## config.mk

```make
export PLATFORM = sky130hd
export DESIGN_NAME = gcd_lcm_unit
export DESIGN_NICKNAME = d
export VERILOG_FILES = /design/src/rtl/core/glu_pkg.sv /design/src/rtl/core/glu_div.sv /design/src/rtl/core/gcd_lcm_unit.sv
export VERILOG_INCLUDE_DIRS = /design/src /design/src/rtl/core
export SDC_FILE = /design/constraint.sdc
export NUM_CORES = 1
export LEC_CHECK = 0
export BUFFER_PORTS_ARGS = -buffer_cell sky130_fd_sc_hd__buf_2
export CAP_MARGIN = 30
export CORE_ASPECT_RATIO = 1.5
export CORE_MARGIN = 8
export CORE_UTILIZATION = 45
export DETAILED_ROUTE_END_ITERATION = 7
export HOLD_SLACK_MARGIN = 0.12
export PLACE_DENSITY = 0.6
export SYNTH_ARGS = -nofsm -noshare
export SYNTH_HDL_FRONTEND = slang
export SYNTH_SLANG_ARGS = --single-unit
```

## constraint.sdc

```tcl
create_clock -name clock -period 12.15 [get_ports clock]
set_input_delay 2.43 -clock clock [delete_from_list [all_inputs] [get_ports clock]]
set_output_delay 2.43 -clock clock [all_outputs]
set_load 0.01 [all_outputs]
```

## src/rtl/core/gcd_lcm_unit_defines.svh

```systemverilog
// Assertion macros shared by the gcd and lcm unit.
`ifndef GCD_LCM_UNIT_DEFINES_SVH
`define GCD_LCM_UNIT_DEFINES_SVH

// Clocked assertion that is switched off while reset is high.
`define GLU_ASSERT_CLK(label, prop, msg) \
   label: assert property (@(posedge clock) disable iff (reset) (prop)) else $error(msg);

// Clocked assertion that also holds during reset.
`define GLU_ASSERT_ALWAYS(label, prop, msg) \
   label: assert property (@(posedge clock) (prop)) else $error(msg);

`endif

```

## src/rtl/core/glu_pkg.sv

```systemverilog
// Package with the payload types and constants of the gcd and lcm unit.
package glu_pkg;

   // Field widths of the request and response beats.
   localparam int GLU_OPERAND_WIDTH = 31;
   localparam int GLU_LCM_WIDTH     = 62;

   // Default datapath width handed to the top level.
   localparam int GLU_DATA_WIDTH = 31;

   typedef struct packed {
      logic [GLU_OPERAND_WIDTH-1:0] operand_a;
      logic [GLU_OPERAND_WIDTH-1:0] operand_b;
   } glu_req_type;

   typedef struct packed {
      logic [GLU_OPERAND_WIDTH-1:0] gcd_value;
      logic [GLU_LCM_WIDTH-1:0]     lcm_value;
      logic                         lcm_undefined;
   } glu_rsp_type;

endpackage

```

## src/rtl/core/glu_div.sv

```systemverilog
// Restoring divider that produces one quotient bit per cycle.
module glu_div #(
   parameter int W = glu_pkg::GLU_DATA_WIDTH
) (
   input  logic         clock,
   input  logic         reset,
   input  logic         start,
   input  logic [W-1:0] dividend,
   input  logic [W-1:0] divisor,
   output logic         done,
   output logic [W-1:0] quot,
   output logic [W-1:0] rem
);
   import glu_pkg::*;

   localparam int CW = $clog2(W);

   logic          busy_ff, busy_in;
   logic          done_ff, done_in;
   logic [CW-1:0] cnt_ff, cnt_in;
   logic [W-1:0]  rem_ff, rem_in;
   logic [W-1:0]  quot_ff, quot_in;
   logic [W-1:0]  dsr_ff, dsr_in;

   logic [W:0]    shifted;
   logic [W:0]    diff;

   // Trial subtraction of the divisor from the shifted partial remainder.
   assign shifted = {rem_ff, quot_ff[W-1]};
   assign diff    = shifted - {1'b0, dsr_ff};

   always_comb begin
      busy_in = busy_ff;
      done_in = 1'b0;
      cnt_in  = cnt_ff;
      rem_in  = rem_ff;
      quot_in = quot_ff;
      dsr_in  = dsr_ff;
      if (start) begin
         busy_in = 1'b1;
         cnt_in  = '0;
         rem_in  = '0;
         quot_in = dividend;
         dsr_in  = divisor;
      end else if (busy_ff) begin
         // Keep the difference only when it did not go negative.
         rem_in  = diff[W] ? shifted[W-1:0] : diff[W-1:0];
         quot_in = {quot_ff[W-2:0], ~diff[W]};
         cnt_in  = cnt_ff + 1'b1;
         if (cnt_ff == CW'(W - 1)) begin
            busy_in = 1'b0;
            done_in = 1'b1;
         end
      end
   end

   always_ff @(posedge clock) begin
      if (reset) begin
         busy_ff <= 1'b0;
         done_ff <= 1'b0;
      end else begin
         busy_ff <= busy_in;
         done_ff <= done_in;
      end
      cnt_ff  <= cnt_in;
      rem_ff  <= rem_in;
      quot_ff <= quot_in;
      dsr_ff  <= dsr_in;
   end

   assign done = done_ff;
   assign quot = quot_ff;
   assign rem  = rem_ff;

endmodule

```

## src/rtl/core/gcd_lcm_unit.sv

```systemverilog
// Each Euclid remainder step and the final quotient run in the shared one-bit divider.
// The lcm multiply is shift-and-add; a zero operand skips quotient and multiply.
// One item is in work at a time; the next beat is taken once the result is registered.
// Reset (synchronous, active high) returns the sequencer to idle and empties the output.
`include "gcd_lcm_unit_defines.svh"

module gcd_lcm_unit #(
   parameter int DATA_WIDTH = glu_pkg::GLU_DATA_WIDTH
) (
   input  logic                 clock,
   input  logic                 reset,
   input  logic                 req_valid,
   output logic                 req_stall,
   input  glu_pkg::glu_req_type req_payload,
   output logic                 rsp_valid,
   input  logic                 rsp_stall,
   output glu_pkg::glu_rsp_type rsp_payload
);
   import glu_pkg::*;

   // Operand bits above the smaller of the datapath width and the field width are ignored.
   localparam int OW = (DATA_WIDTH < GLU_OPERAND_WIDTH) ? DATA_WIDTH : GLU_OPERAND_WIDTH;
   localparam int LW = 2 * OW;
   localparam int CW = $clog2(OW);

   localparam logic [2:0] S_IDLE     = 3'd0;
   localparam logic [2:0] S_GCD_KICK = 3'd1;
   localparam logic [2:0] S_GCD_WAIT = 3'd2;
   localparam logic [2:0] S_QUO_KICK = 3'd3;
   localparam logic [2:0] S_QUO_WAIT = 3'd4;
   localparam logic [2:0] S_MUL      = 3'd5;
   localparam logic [2:0] S_FINISH   = 3'd6;

   logic [2:0]    state_ff, state_in;
   logic [OW-1:0] a0_ff, a0_in;
   logic [OW-1:0] b0_ff, b0_in;
   logic [OW-1:0] a_ff, a_in;
   logic [OW-1:0] b_ff, b_in;
   logic [LW-1:0] mcand_ff, mcand_in;
   logic [OW-1:0] mplier_ff, mplier_in;
   logic [LW-1:0] prod_ff, prod_in;
   logic [CW-1:0] cnt_ff, cnt_in;
   logic          rsp_valid_ff, rsp_valid_in;
   glu_rsp_type   rsp_ff, rsp_in;

   logic          div_start;
   logic [OW-1:0] div_dividend;
   logic [OW-1:0] div_divisor;
   logic          div_done;
   logic [OW-1:0] div_quot;
   logic [OW-1:0] div_rem;
   logic          any_zero;
   logic          out_free;

   assign any_zero = (a0_ff == '0) || (b0_ff == '0);
   assign out_free = !rsp_valid_ff || !rsp_stall;

   // The divider serves both the remainder loop and the final quotient.
   assign div_start    = ((state_ff == S_GCD_KICK) && (b_ff != '0)) || (state_ff == S_QUO_KICK);
   assign div_dividend = (state_ff == S_QUO_KICK) ? a0_ff : a_ff;
   assign div_divisor  = (state_ff == S_QUO_KICK) ? a_ff : b_ff;

   glu_div #(
      .W(OW)
   ) u_div (
      .clock    (clock),
      .reset    (reset),
      .start    (div_start),
      .dividend (div_dividend),
      .divisor  (div_divisor),
      .done     (div_done),
      .quot     (div_quot),
      .rem      (div_rem)
   );

   // Sequencer for Euclid's loop, the quotient and the shift-and-add multiply.
   always_comb begin
      state_in     = state_ff;
      a0_in        = a0_ff;
      b0_in        = b0_ff;
      a_in         = a_ff;
      b_in         = b_ff;
      mcand_in     = mcand_ff;
      mplier_in    = mplier_ff;
      prod_in      = prod_ff;
      cnt_in       = cnt_ff;
      rsp_in       = rsp_ff;
      rsp_valid_in = rsp_valid_ff && rsp_stall;

      unique case (state_ff)
         S_IDLE: begin
            if (req_valid) begin
               a0_in    = req_payload.operand_a[OW-1:0];
               b0_in    = req_payload.operand_b[OW-1:0];
               a_in     = req_payload.operand_a[OW-1:0];
               b_in     = req_payload.operand_b[OW-1:0];
               state_in = S_GCD_KICK;
            end
         end
         S_GCD_KICK: begin
            if (b_ff == '0) begin
               state_in = any_zero ? S_FINISH : S_QUO_KICK;
            end else begin
               state_in = S_GCD_WAIT;
            end
         end
         S_GCD_WAIT: begin
            if (div_done) begin
               a_in     = b_ff;
               b_in     = div_rem;
               state_in = S_GCD_KICK;
            end
         end
         S_QUO_KICK: begin
            state_in = S_QUO_WAIT;
         end
         S_QUO_WAIT: begin
            if (div_done) begin
               mplier_in = div_quot;
               mcand_in  = LW'(b0_ff);
               prod_in   = '0;
               cnt_in    = '0;
               state_in  = S_MUL;
            end
         end
         S_MUL: begin
            // One multiplier bit per cycle, least significant first.
            if (mplier_ff[0]) begin
               prod_in = prod_ff + mcand_ff;
            end
            mcand_in  = {mcand_ff[LW-2:0], 1'b0};
            mplier_in = {1'b0, mplier_ff[OW-1:1]};
            cnt_in    = cnt_ff + 1'b1;
            if (cnt_ff == CW'(OW - 1)) begin
               state_in = S_FINISH;
            end
         end
         S_FINISH: begin
            // Load the output register when it is empty or its beat is being taken.
            if (out_free) begin
               rsp_in.gcd_value     = GLU_OPERAND_WIDTH'(a_ff);
               rsp_in.lcm_value     = any_zero ? '0 : GLU_LCM_WIDTH'(prod_ff);
               rsp_in.lcm_undefined = (a0_ff == '0) && (b0_ff == '0);
               rsp_valid_in         = 1'b1;
               state_in             = S_IDLE;
            end
         end
         default: begin
            state_in = S_IDLE;
         end
      endcase
   end

   always_ff @(posedge clock) begin
      if (reset) begin
         state_ff     <= S_IDLE;
         rsp_valid_ff <= 1'b0;
      end else begin
         state_ff     <= state_in;
         rsp_valid_ff <= rsp_valid_in;
      end
      a0_ff     <= a0_in;
      b0_ff     <= b0_in;
      a_ff      <= a_in;
      b_ff      <= b_in;
      mcand_ff  <= mcand_in;
      mplier_ff <= mplier_in;
      prod_ff   <= prod_in;
      cnt_ff    <= cnt_in;
      rsp_ff    <= rsp_in;
   end

   assign req_stall   = (state_ff != S_IDLE);
   assign rsp_valid   = rsp_valid_ff;
   assign rsp_payload = rsp_ff;

   // The divider only finishes while the sequencer waits for it.
   `GLU_ASSERT_CLK(a_div_done_waited,
      div_done |-> ((state_ff == S_GCD_WAIT) || (state_ff == S_QUO_WAIT)),
      "divider finished outside a wait state")

   // An undefined lcm comes with a zero gcd and a zero lcm.
   `GLU_ASSERT_CLK(a_undef_zero,
      (rsp_valid_ff && rsp_ff.lcm_undefined) |->
         ((rsp_ff.gcd_value == '0) && (rsp_ff.lcm_value == '0)),
      "undefined lcm with nonzero result fields")

   // A finished item waits while the output register is occupied and stalled.
   `GLU_ASSERT_CLK(a_finish_holds,
      ((state_ff == S_FINISH) && rsp_valid_ff && rsp_stall) |=> (state_ff == S_FINISH),
      "result overwrote a stalled response beat")

   // An accepted request, taken only in idle, starts the remainder loop.
   `GLU_ASSERT_CLK(a_accept_from_idle,
      (req_valid && !req_stall) |=> (state_ff == S_GCD_KICK),
      "accepted request did not start the remainder loop")

endmodule

```

# Word level (Yosys, flattened, before mapping)
# Cells that the tools add are included.
# word_totals
register_bits	482
inputBits	66
out_inout_bits	96
# op_classes
add_sub_neg	4
n_eq_ne	14
n_mux	34
n_bitwise	2
n_reduce_logical	24
# op_table
cell	n
$mux W31	10
$pmux W62 S2	2
$mux W62	3
$pmux W31 S2	3
$logic_not A31 Y1	3
$add A62 B62 Y62	1
$sub A32 B31 Y32	1
$reduce_bool A31 Y1	1
$mux W3	7
$pmux W3 S7	1
$add A5 B1 Y5 const B	2
$eq A5 B5 Y1 const B	2
$pmux W5 S2	1
$eq A3 B3 Y1 const B	3
$ne A2 B2 Y1 const B	4
$eq A3 B2 Y1 const B	2
$mux W1	6
$reduce_and A2 Y1	3
$reduce_and A3 Y1	2
$reduce_bool A2 Y1	3
$mux W5	1
$reduce_and A5 Y1	1
$ne A2 B1 Y1 const B	2
$eq A3 B1 Y1 const B	1
other kinds (7)	13

# Longest topological paths before layout
# Gate-level depths: netlist (run 1).
# logic_depth
ltp_word	5
depth_mapped	14
depth_no_buf	12

# Cells and area by module
# Synthesis (run 1) repeated with hierarchy kept, for this count alone.
# unflattened
cells_unflattened	2041
area_unflattened_um2	24451.0
# by_module_without_submodules
mod	n_inst	cells_each	area_each_um2	seq_area_each_um2
gcd_lcm_unit	1	1527	18836.8	11431.0
glu_div	1	514	5614.1	2622.5

# Worst setup path before layout (run 1)
# No wires, ideal clock.
# synth_timing
path_kind	in2reg
from	input rsp_stall
to	register rsp_ff (netlist bit rsp_payload[0]), enable pin
arrival_ns	9.154
slack_ns	2.310
cell_stages	1
path_cell_list	a211oi_1
# synth_via
elab_chain_cells	3
# synth_rtl
item	line	source
from (decl)	gcd_lcm_unit.sv:16	input logic rsp_stall,
$logic_not A1 Y1	gcd_lcm_unit.sv:56	assign out_free = !rsp_valid_ff || !rsp_stall;
$logic_or A1 B1 Y1	gcd_lcm_unit.sv:56	
$reduce_and A2 Y1 (no source line)	n/a	
to (signal assigned)	gcd_lcm_unit.sv:170	rsp_ff <= rsp_in;
to (decl)	gcd_lcm_unit.sv:44	glu_rsp_type rsp_ff, rsp_in;
# No other way between the ends.
# A chain may end at the register's enable or synchronous reset.

# Worst setup path after layout (run 1)
# layout_timing
from	register b_ff[16]
to	register u_div.rem_ff[0] (netlist: u_div.rem[0])
# layout_via
elab_chain_cells	3
# layout_rtl
item	line	source
from (decl)	gcd_lcm_unit.sv:38	logic [OW-1:0] b_ff, b_in;
from (signal assigned)	gcd_lcm_unit.sv:165	b_ff <= b_in;
$reduce_bool A31 Y1	gcd_lcm_unit.sv:59	assign div_start = ((state_ff == S_GCD_KICK) && (b_ff != '0)) || (state_ff == S_QUO_KICK);
$logic_and A1 B1 Y1	gcd_lcm_unit.sv:59	
$logic_or A1 B1 Y1	gcd_lcm_unit.sv:59	
to (signal assigned)	glu_div.sv:66	rem_ff <= rem_in;
to (decl)	glu_div.sv:21	logic [W-1:0] rem_ff, rem_in;
# No other way between the ends.

==> out/metrics.cfg, run 1 <==
[hold_path]
min_path_type = flip-flop to flip-flop
min_path_cells = 0

[power_and_ir_drop]
combPwrFrac_pct = 24.6
switching_share_pct = 31.07
power_frac_seq_pct = 46.9
clockPowerShare_pct = 28.5
power.switching_mw = 1.499
p_leak_nw = 10.57
internal_power_mw = 3.325
p_per_area_nw_per_um2 = 176.7
vdd_ir_drop_max_v = 0.0001157

[clocking]
clkTransAtPathRegs_ps = 60
cts_root_buf = clkbuf_16
clock_latency_ps = 580
cts_setup_buffers = 0
cts_tree = done
holdBufCountCts = 0
clk_path_buf_depth = 3
cts_resized = 0
cts_buffers = 47
htreeDepth = 2
cts.sink_count = 482

[synth]
ys_types = 74
syn_area_um2 = 24380
synthCells = 2120
yosys_warnings = 0
avgSynthCellArea_um2 = 11.50
ys_seq_area_share_pct = 57.65
synthArstFlopShare_pct = 0
syn_nets = 2284
ys_ff_latch = 482
ys.flop_type = edfxtp_1
synth_edf_count = 440

[layout]
largest_reg_flops = 94
layout_commonest_cell = edfxtp_1
drive_gt1_share_pct = 15.80
final_cell_mix = edfxtp_1, nand2_1, buf_2
syn_to_final_growth_pct = 11.96
finalNonFillerCells = 2976
nets = 2411
final_core_util_pct = 50.91

[sta]
timing.fmax_mhz = 237.4
min_period_ps = 4212
slew_headroom_pct = 38.32
finalClockSkew_ps = 17.74
tns_ps = 0
worst_slew_pin_slew_ps = 925.2
finalMaxSlewViolations = 0
fin_crit_sh_pct = 34.67
setup_viol = 0
rsz0062_at_grt = false
finalHoldViolCount = 0

[route]
drt-initial-drc-count = 1102
num_vias = 16662
first_pass_iters = 5
wl_um = 62550
vias_per_cell = 5.599
drc = 0
ant_nets = 0
wire_per_inst_um = 21.02

[global_route]
gr-usage-met2_pct = 36.26
overflow = 0
grt_usage_pct = 19.90
use_met1_pct = 24.07
antenna_found_initial = 3
grt_busiest_layer = met2
grt_pass1_vias = 17082
grt_max_degree = 96
met3_usage_pct = 2.342
grt_pass1_wl_um = 97120

[placement]
dp_cells = 2886
gp_congestion = 0.9204
dp_hpwl_um = 46120
portBuffers = 161

[flow_run]
maxCapViolCount = 0

[floorplanning]
core_region_area_um2 = 53610
fp.dieArea_um2 = 62030
die_w_um = 206.0
rows = 104
dieHeight_um = 301.1
ioPinCount = 162
initial_core_util_pct = 45.47

[worst_setup_path]
critical_path.top_delay_family = simple AND/OR/NAND/NOR gates
path_buf_inv = 3
critPathRequiredTime_ps = 12640
critPathMostFrequentCell = buf_4
start_kind = flip-flop
crit_arrival_ps = 4700
critical_path_class = flip-flop to flip-flop
path_cells = nor4_1, nand4_1, nor2_1, or3_2, buf_4, inv_1, buf_4, or4_1, o311ai_1
cp.depth = 9
crit_path_max_fanout = 95
cp_slowest_cell = buf_4
end_kind = flip-flop
slowest_delay_ps = 670
ff2ff_path_depth = 9

[status]
status = completed

[stage by stage]
stage                     cell area, um2  power [mW]  setup WS, ps  hold slack (ps)
after floorplan                    24380       3.169          2310            445.5
after global placement             25800       3.455          7989            485.6
after detailed placement           25850       3.481          7909            480.7
after CTS                          27260       4.866          7882            496.4
after global routing               27290       5.070          7603            512.0
final                              27290       4.823          7938            493.8
[power by group through the flow]
stage | Combinational (mW) | Sequential, mW | Clock [mW]
3_3_place_gp | 1.16 | 2.29 | 0
3_5_place_dp | 1.18 | 2.30 | 0
6_report | 1.19 | 2.26 | 1.37
2_1_floorplan | 0.935 | 2.23 | 0
4_1_cts | 1.19 | 2.26 | 1.41
5_1_grt | 1.31 | 2.29 | 1.47
[kinds of logic after synthesis]
| logic type | share of synthesized area (%) |
|---|---|
| muxes | 6.637 |
| buffers and inverters | 2.766 |
| AOI/OAI and AO/OA | 11.57 |
| adders and majority gates | 5.092 |
| DFF | 57.65 |
| and+or+nand+nor | 13.38 |
| xor gates and xnor gates | 2.910 |
[cells in the mapped netlist (16+ instances only)]
master	instances	area, um2
a211oi_1	16	120.1
a21o_1	57	427.9
a21oi_1	127	635.6
a31oi_1	17	106.4
and2_1	99	619.3
clkbuf_1	91	341.6
dfxtp_1	42	840.8
edfxtp_1	440	13210
ha_1	96	1201
inv_1	64	240.2
mux2_2	93	1047
mux2i_1	57	570.6
nand2_1	293	1100
nand3_1	28	140.1
nand4_1	31	193.9
nor2_1	136	510.5
nor3_1	32	160.2
nor4_1	27	168.9
o21a_1	20	150.1
o21ai_0	105	525.5
o21bai_1	21	157.7
xnor2_1	51	446.7
xor2_1	30	262.8
[worst register-to-register path: cells and delay by family, from the launching register on]
| family | cells | cell delay (ps) |
|---|---|---|
| simple gates | 5 | 1890 |
| buf+inv | 3 | 1720 |
| flops | 1 | 430 |
| compound gates | 1 | 90 |
[worst paths after layout]
path | from | endpoint | slack (ps)
worst max-delay path | b_ff[16] | u_div.rem[0] | 7940
worst min-delay path | a_ff[5] | rsp_payload[68] | 490
worst max register to register | b_ff[16] | u_div.rem[0] | 7940
worst min register to register | a_ff[5] | rsp_payload[68] | 490
[routing by layer]
metal	wire length, um	share of wire (%)
met2	32940	53
met5	0	0
met3	2720	4.3
met4	1672	2.7
met1	25220	40
[layout make-up]
| class | instances | area [um2] |
|---|---|---|
| fill | 4858 | 26320 |
| sequential | 482 | 14050 |
| multi-input combinational | 1471 | 9713 |
| clock buffer | 59 | 1221 |
| timing repair buffer | 180 | 1001 |
| tap | 689 | 862.1 |
| inverter | 65 | 244.0 |
| clock inverter | 28 | 191.4 |
| antenna | 2 | 5.005 |
No activity file was read; power rests on OpenSTA's default activity.
==> run 2: changes to the inputs <==
--- a/config.mk
+++ b/config.mk
@@ -6,6 +6,7 @@
 export SDC_FILE = /design/constraint.sdc
 export NUM_CORES = 1
 export LEC_CHECK = 0
+export ABC_AREA = 1
 export BUFFER_PORTS_ARGS = -buffer_cell sky130_fd_sc_hd__buf_2
 export CAP_MARGIN = 30
 export CORE_ASPECT_RATIO = 1.5
==> constraint.sdc (replaced) <==
create_clock -name clock -period 4.19 [get_ports clock]
set_input_delay 0.838 -clock clock [delete_from_list [all_inputs] [get_ports clock]]
set_output_delay 0.838 -clock clock [all_outputs]
set_load 0.01 [all_outputs]
==> run 2 against run 1 <==
Effect of this change: sequential share of layout area fell by 4.1 points; utilization fell by 0.20 points; critical path depth rose by 4; total power rose to 2.8 times the previous value; global-route usage rose by 5.2 points; largest power group unchanged.
==> out/metrics.cfg, run 2 <==
[worst_setup_path]
path_buf_inv = 1
path_cells = ha_1, inv_1, fa_1, o21ai_1, nand2_1, nand2_1, nand2_1, nand2_1, nand2_1, nand2_1, nand2_1, a21oi_1, nor2_1
crit_arrival_ps = 3470
cp_slowest_cell = o21ai_1
slowest_delay_ps = 520
critPathMostFrequentCell = nand2_1
start_kind = flip-flop
critical_path.top_delay_family = simple AND/OR/NAND/NOR gates
crit_path_max_fanout = 6
critical_path_class = flip-flop to flip-flop
end_kind = flip-flop
critPathRequiredTime_ps = 4550

[placement]
dp_hpwl_um = 66360
portBuffers = 161
gp_congestion = 0.9828

[clocking]
holdBufCountCts = 0
cts_buffers = 48
clock_latency_ps = 610
cts.sink_count = 482
htreeDepth = 2
clkTransAtPathRegs_ps = 60
cts_tree = done
clk_path_buf_depth = 3
cts_root_buf = clkbuf_16
cts_setup_buffers = 0
cts_resized = 0

[route]
wire_per_inst_um = 20.29
vias_per_cell = 5.145
drt-initial-drc-count = 1507
ant_nets = 0
wl_um = 85090
drc = 0
num_vias = 21577
first_pass_iters = 8

[sta]
fin_crit_sh_pct = 74.23
worst_slew_pin_slew_ps = 1008
finalClockSkew_ps = 13.55
slew_headroom_pct = 32.79
min_period_ps = 3110
finalMaxSlewViolations = 0
setup_viol = 0
finalHoldViolCount = 0
rsz0062_at_grt = false
tns_ps = 0
timing.fmax_mhz = 321.5

[synth]
ys_types = 40
syn_area_um2 = 26410
yosysTopAreaCell = edfxtp_1
synth_edf_count = 440
avgSynthCellArea_um2 = 8.188
yosysTopAreaCellShare_pct = 50.03
ys.flop_type = edfxtp_1
synthCells = 3225
netlist_top_cells_count = nand2_1, inv_1, edfxtp_1
ys_seq_area_share_pct = 53.22
syn_nets = 3389
ys_ff_latch = 482
synthArstFlopShare_pct = 0
yosys_warnings = 0
yosysMostFrequentCell = nand2_1
synthTopCellsByArea = edfxtp_1, nand2_1, inv_1

[global_route]
grt_pass1_vias = 21415
grt_pass1_wl_um = 126400
grt_usage_pct = 25.13
antenna_found_initial = 0
overflow = 0
grt_max_degree = 139

[floorplanning]
dieHeight_um = 312.7
ioPinCount = 162
core_region_area_um2 = 58510
die_w_um = 213.8
initial_core_util_pct = 45.14
fp.dieArea_um2 = 66850
rows = 109

[power_and_ir_drop]
p_leak_nw = 13.35
vdd_ir_drop_max_v = 0.0003244
p_per_area_nw_per_um2 = 457.3

[layout]
final_core_util_pct = 50.71
final_cell_mix = nand2_1, inv_1, edfxtp_1
syn_to_final_growth_pct = 12.35
nets = 3542
num_antenna_cells = 0
layout_commonest_cell = nand2_1
drive_gt1_share_pct = 8.575
largest_reg_flops = 94
n_fill_cell = 5636

[hold_path]
min_path_type = input pin to flip-flop

[flow_run]
maxCapViolCount = 0

[status]
status = completed

run 2: cell families after synthesis:
| group | after synthesis | share of synthesized area, % |
|---|---|---|
| adders and majority gates | 98 | 4.700 |
| xor gates and xnor gates | 22 | 0.7297 |
| and+or+nand+nor | 1598 | 24.30 |
| buffers and inverters | 621 | 9.083 |
| DFF | 482 | 53.22 |
| AOI/OAI and AO/OA | 404 | 7.974 |
run 2: metal layers:
metal,vias to the layer above,part of all wire [%],track usage (%)
li1,10668,-,-
met1,10114,36,26.53
met2,612,54,48.15
met3,183,3.8,2.470
met4,0,5.5,12.78
met5,-,0,0
run 2: stage by stage:
step / cells / area (um2) / power (mW) / hold WS [ps] / setup slack [ps]
2_1_floorplan: 3225 / 26420 / 8.317 / 448.8 / 79.37
3_3_place_gp: 4105 / 28090 / 9.197 / 460.5 / 1100
4_1_cts: 4194 / 29670 / 13.65 / 407.0 / 1066
6_report: 4194 / 29670 / 13.57 / 427.5 / 1080
5_1_grt: 4194 / 29670 / 14.18 / 417.7 / 827.0
3_5_place_dp: 4105 / 28090 / 9.242 / 461.5 / 1086
run 2: area by class of cell:
class / count / area, um2 / share of cell area (%)
clock buffer: 63 / 1299 / 4.377
clock inverter: 26 / 282.8 / 0.9531
inverter: 547 / 2054 / 6.924
multi-input combinational: 2122 / 10030 / 33.81
sequential: 482 / 14050 / 47.37
tap: 777 / 972.2 / 3.277
timing repair buffer: 177 / 975.9 / 3.289
run 2: worst paths after layout:
kind              endpoint            start  cells after the start  slack, ps
max reg2reg    prod_ff[60]      mcand_ff[0]                     13       1080
max            prod_ff[60]      mcand_ff[0]                     13       1080
min reg2reg  u_div.rem[22]    u_div.rem[22]                      2        480
min               a0_ff[0]  req_payload[31]                      1        430
run 2: worst register-to-register path: stages (launching register included):
cell and delay (ps):
edfxtp_1 350, ha_1 190, inv_1 60, fa_1 420, o21ai_1 520, nand2_1 100, nand2_1 290, nand2_1 90
nand2_1 160, nand2_1 80, nand2_1 220, nand2_1 170, a21oi_1 160, nor2_1 60
run 2: report_power, final:
part	internal, mW	switching [mW]
combinational	0.703	1.84
clock	2.47	1.95
sequential	6.23	0.374
total	9.40	4.17
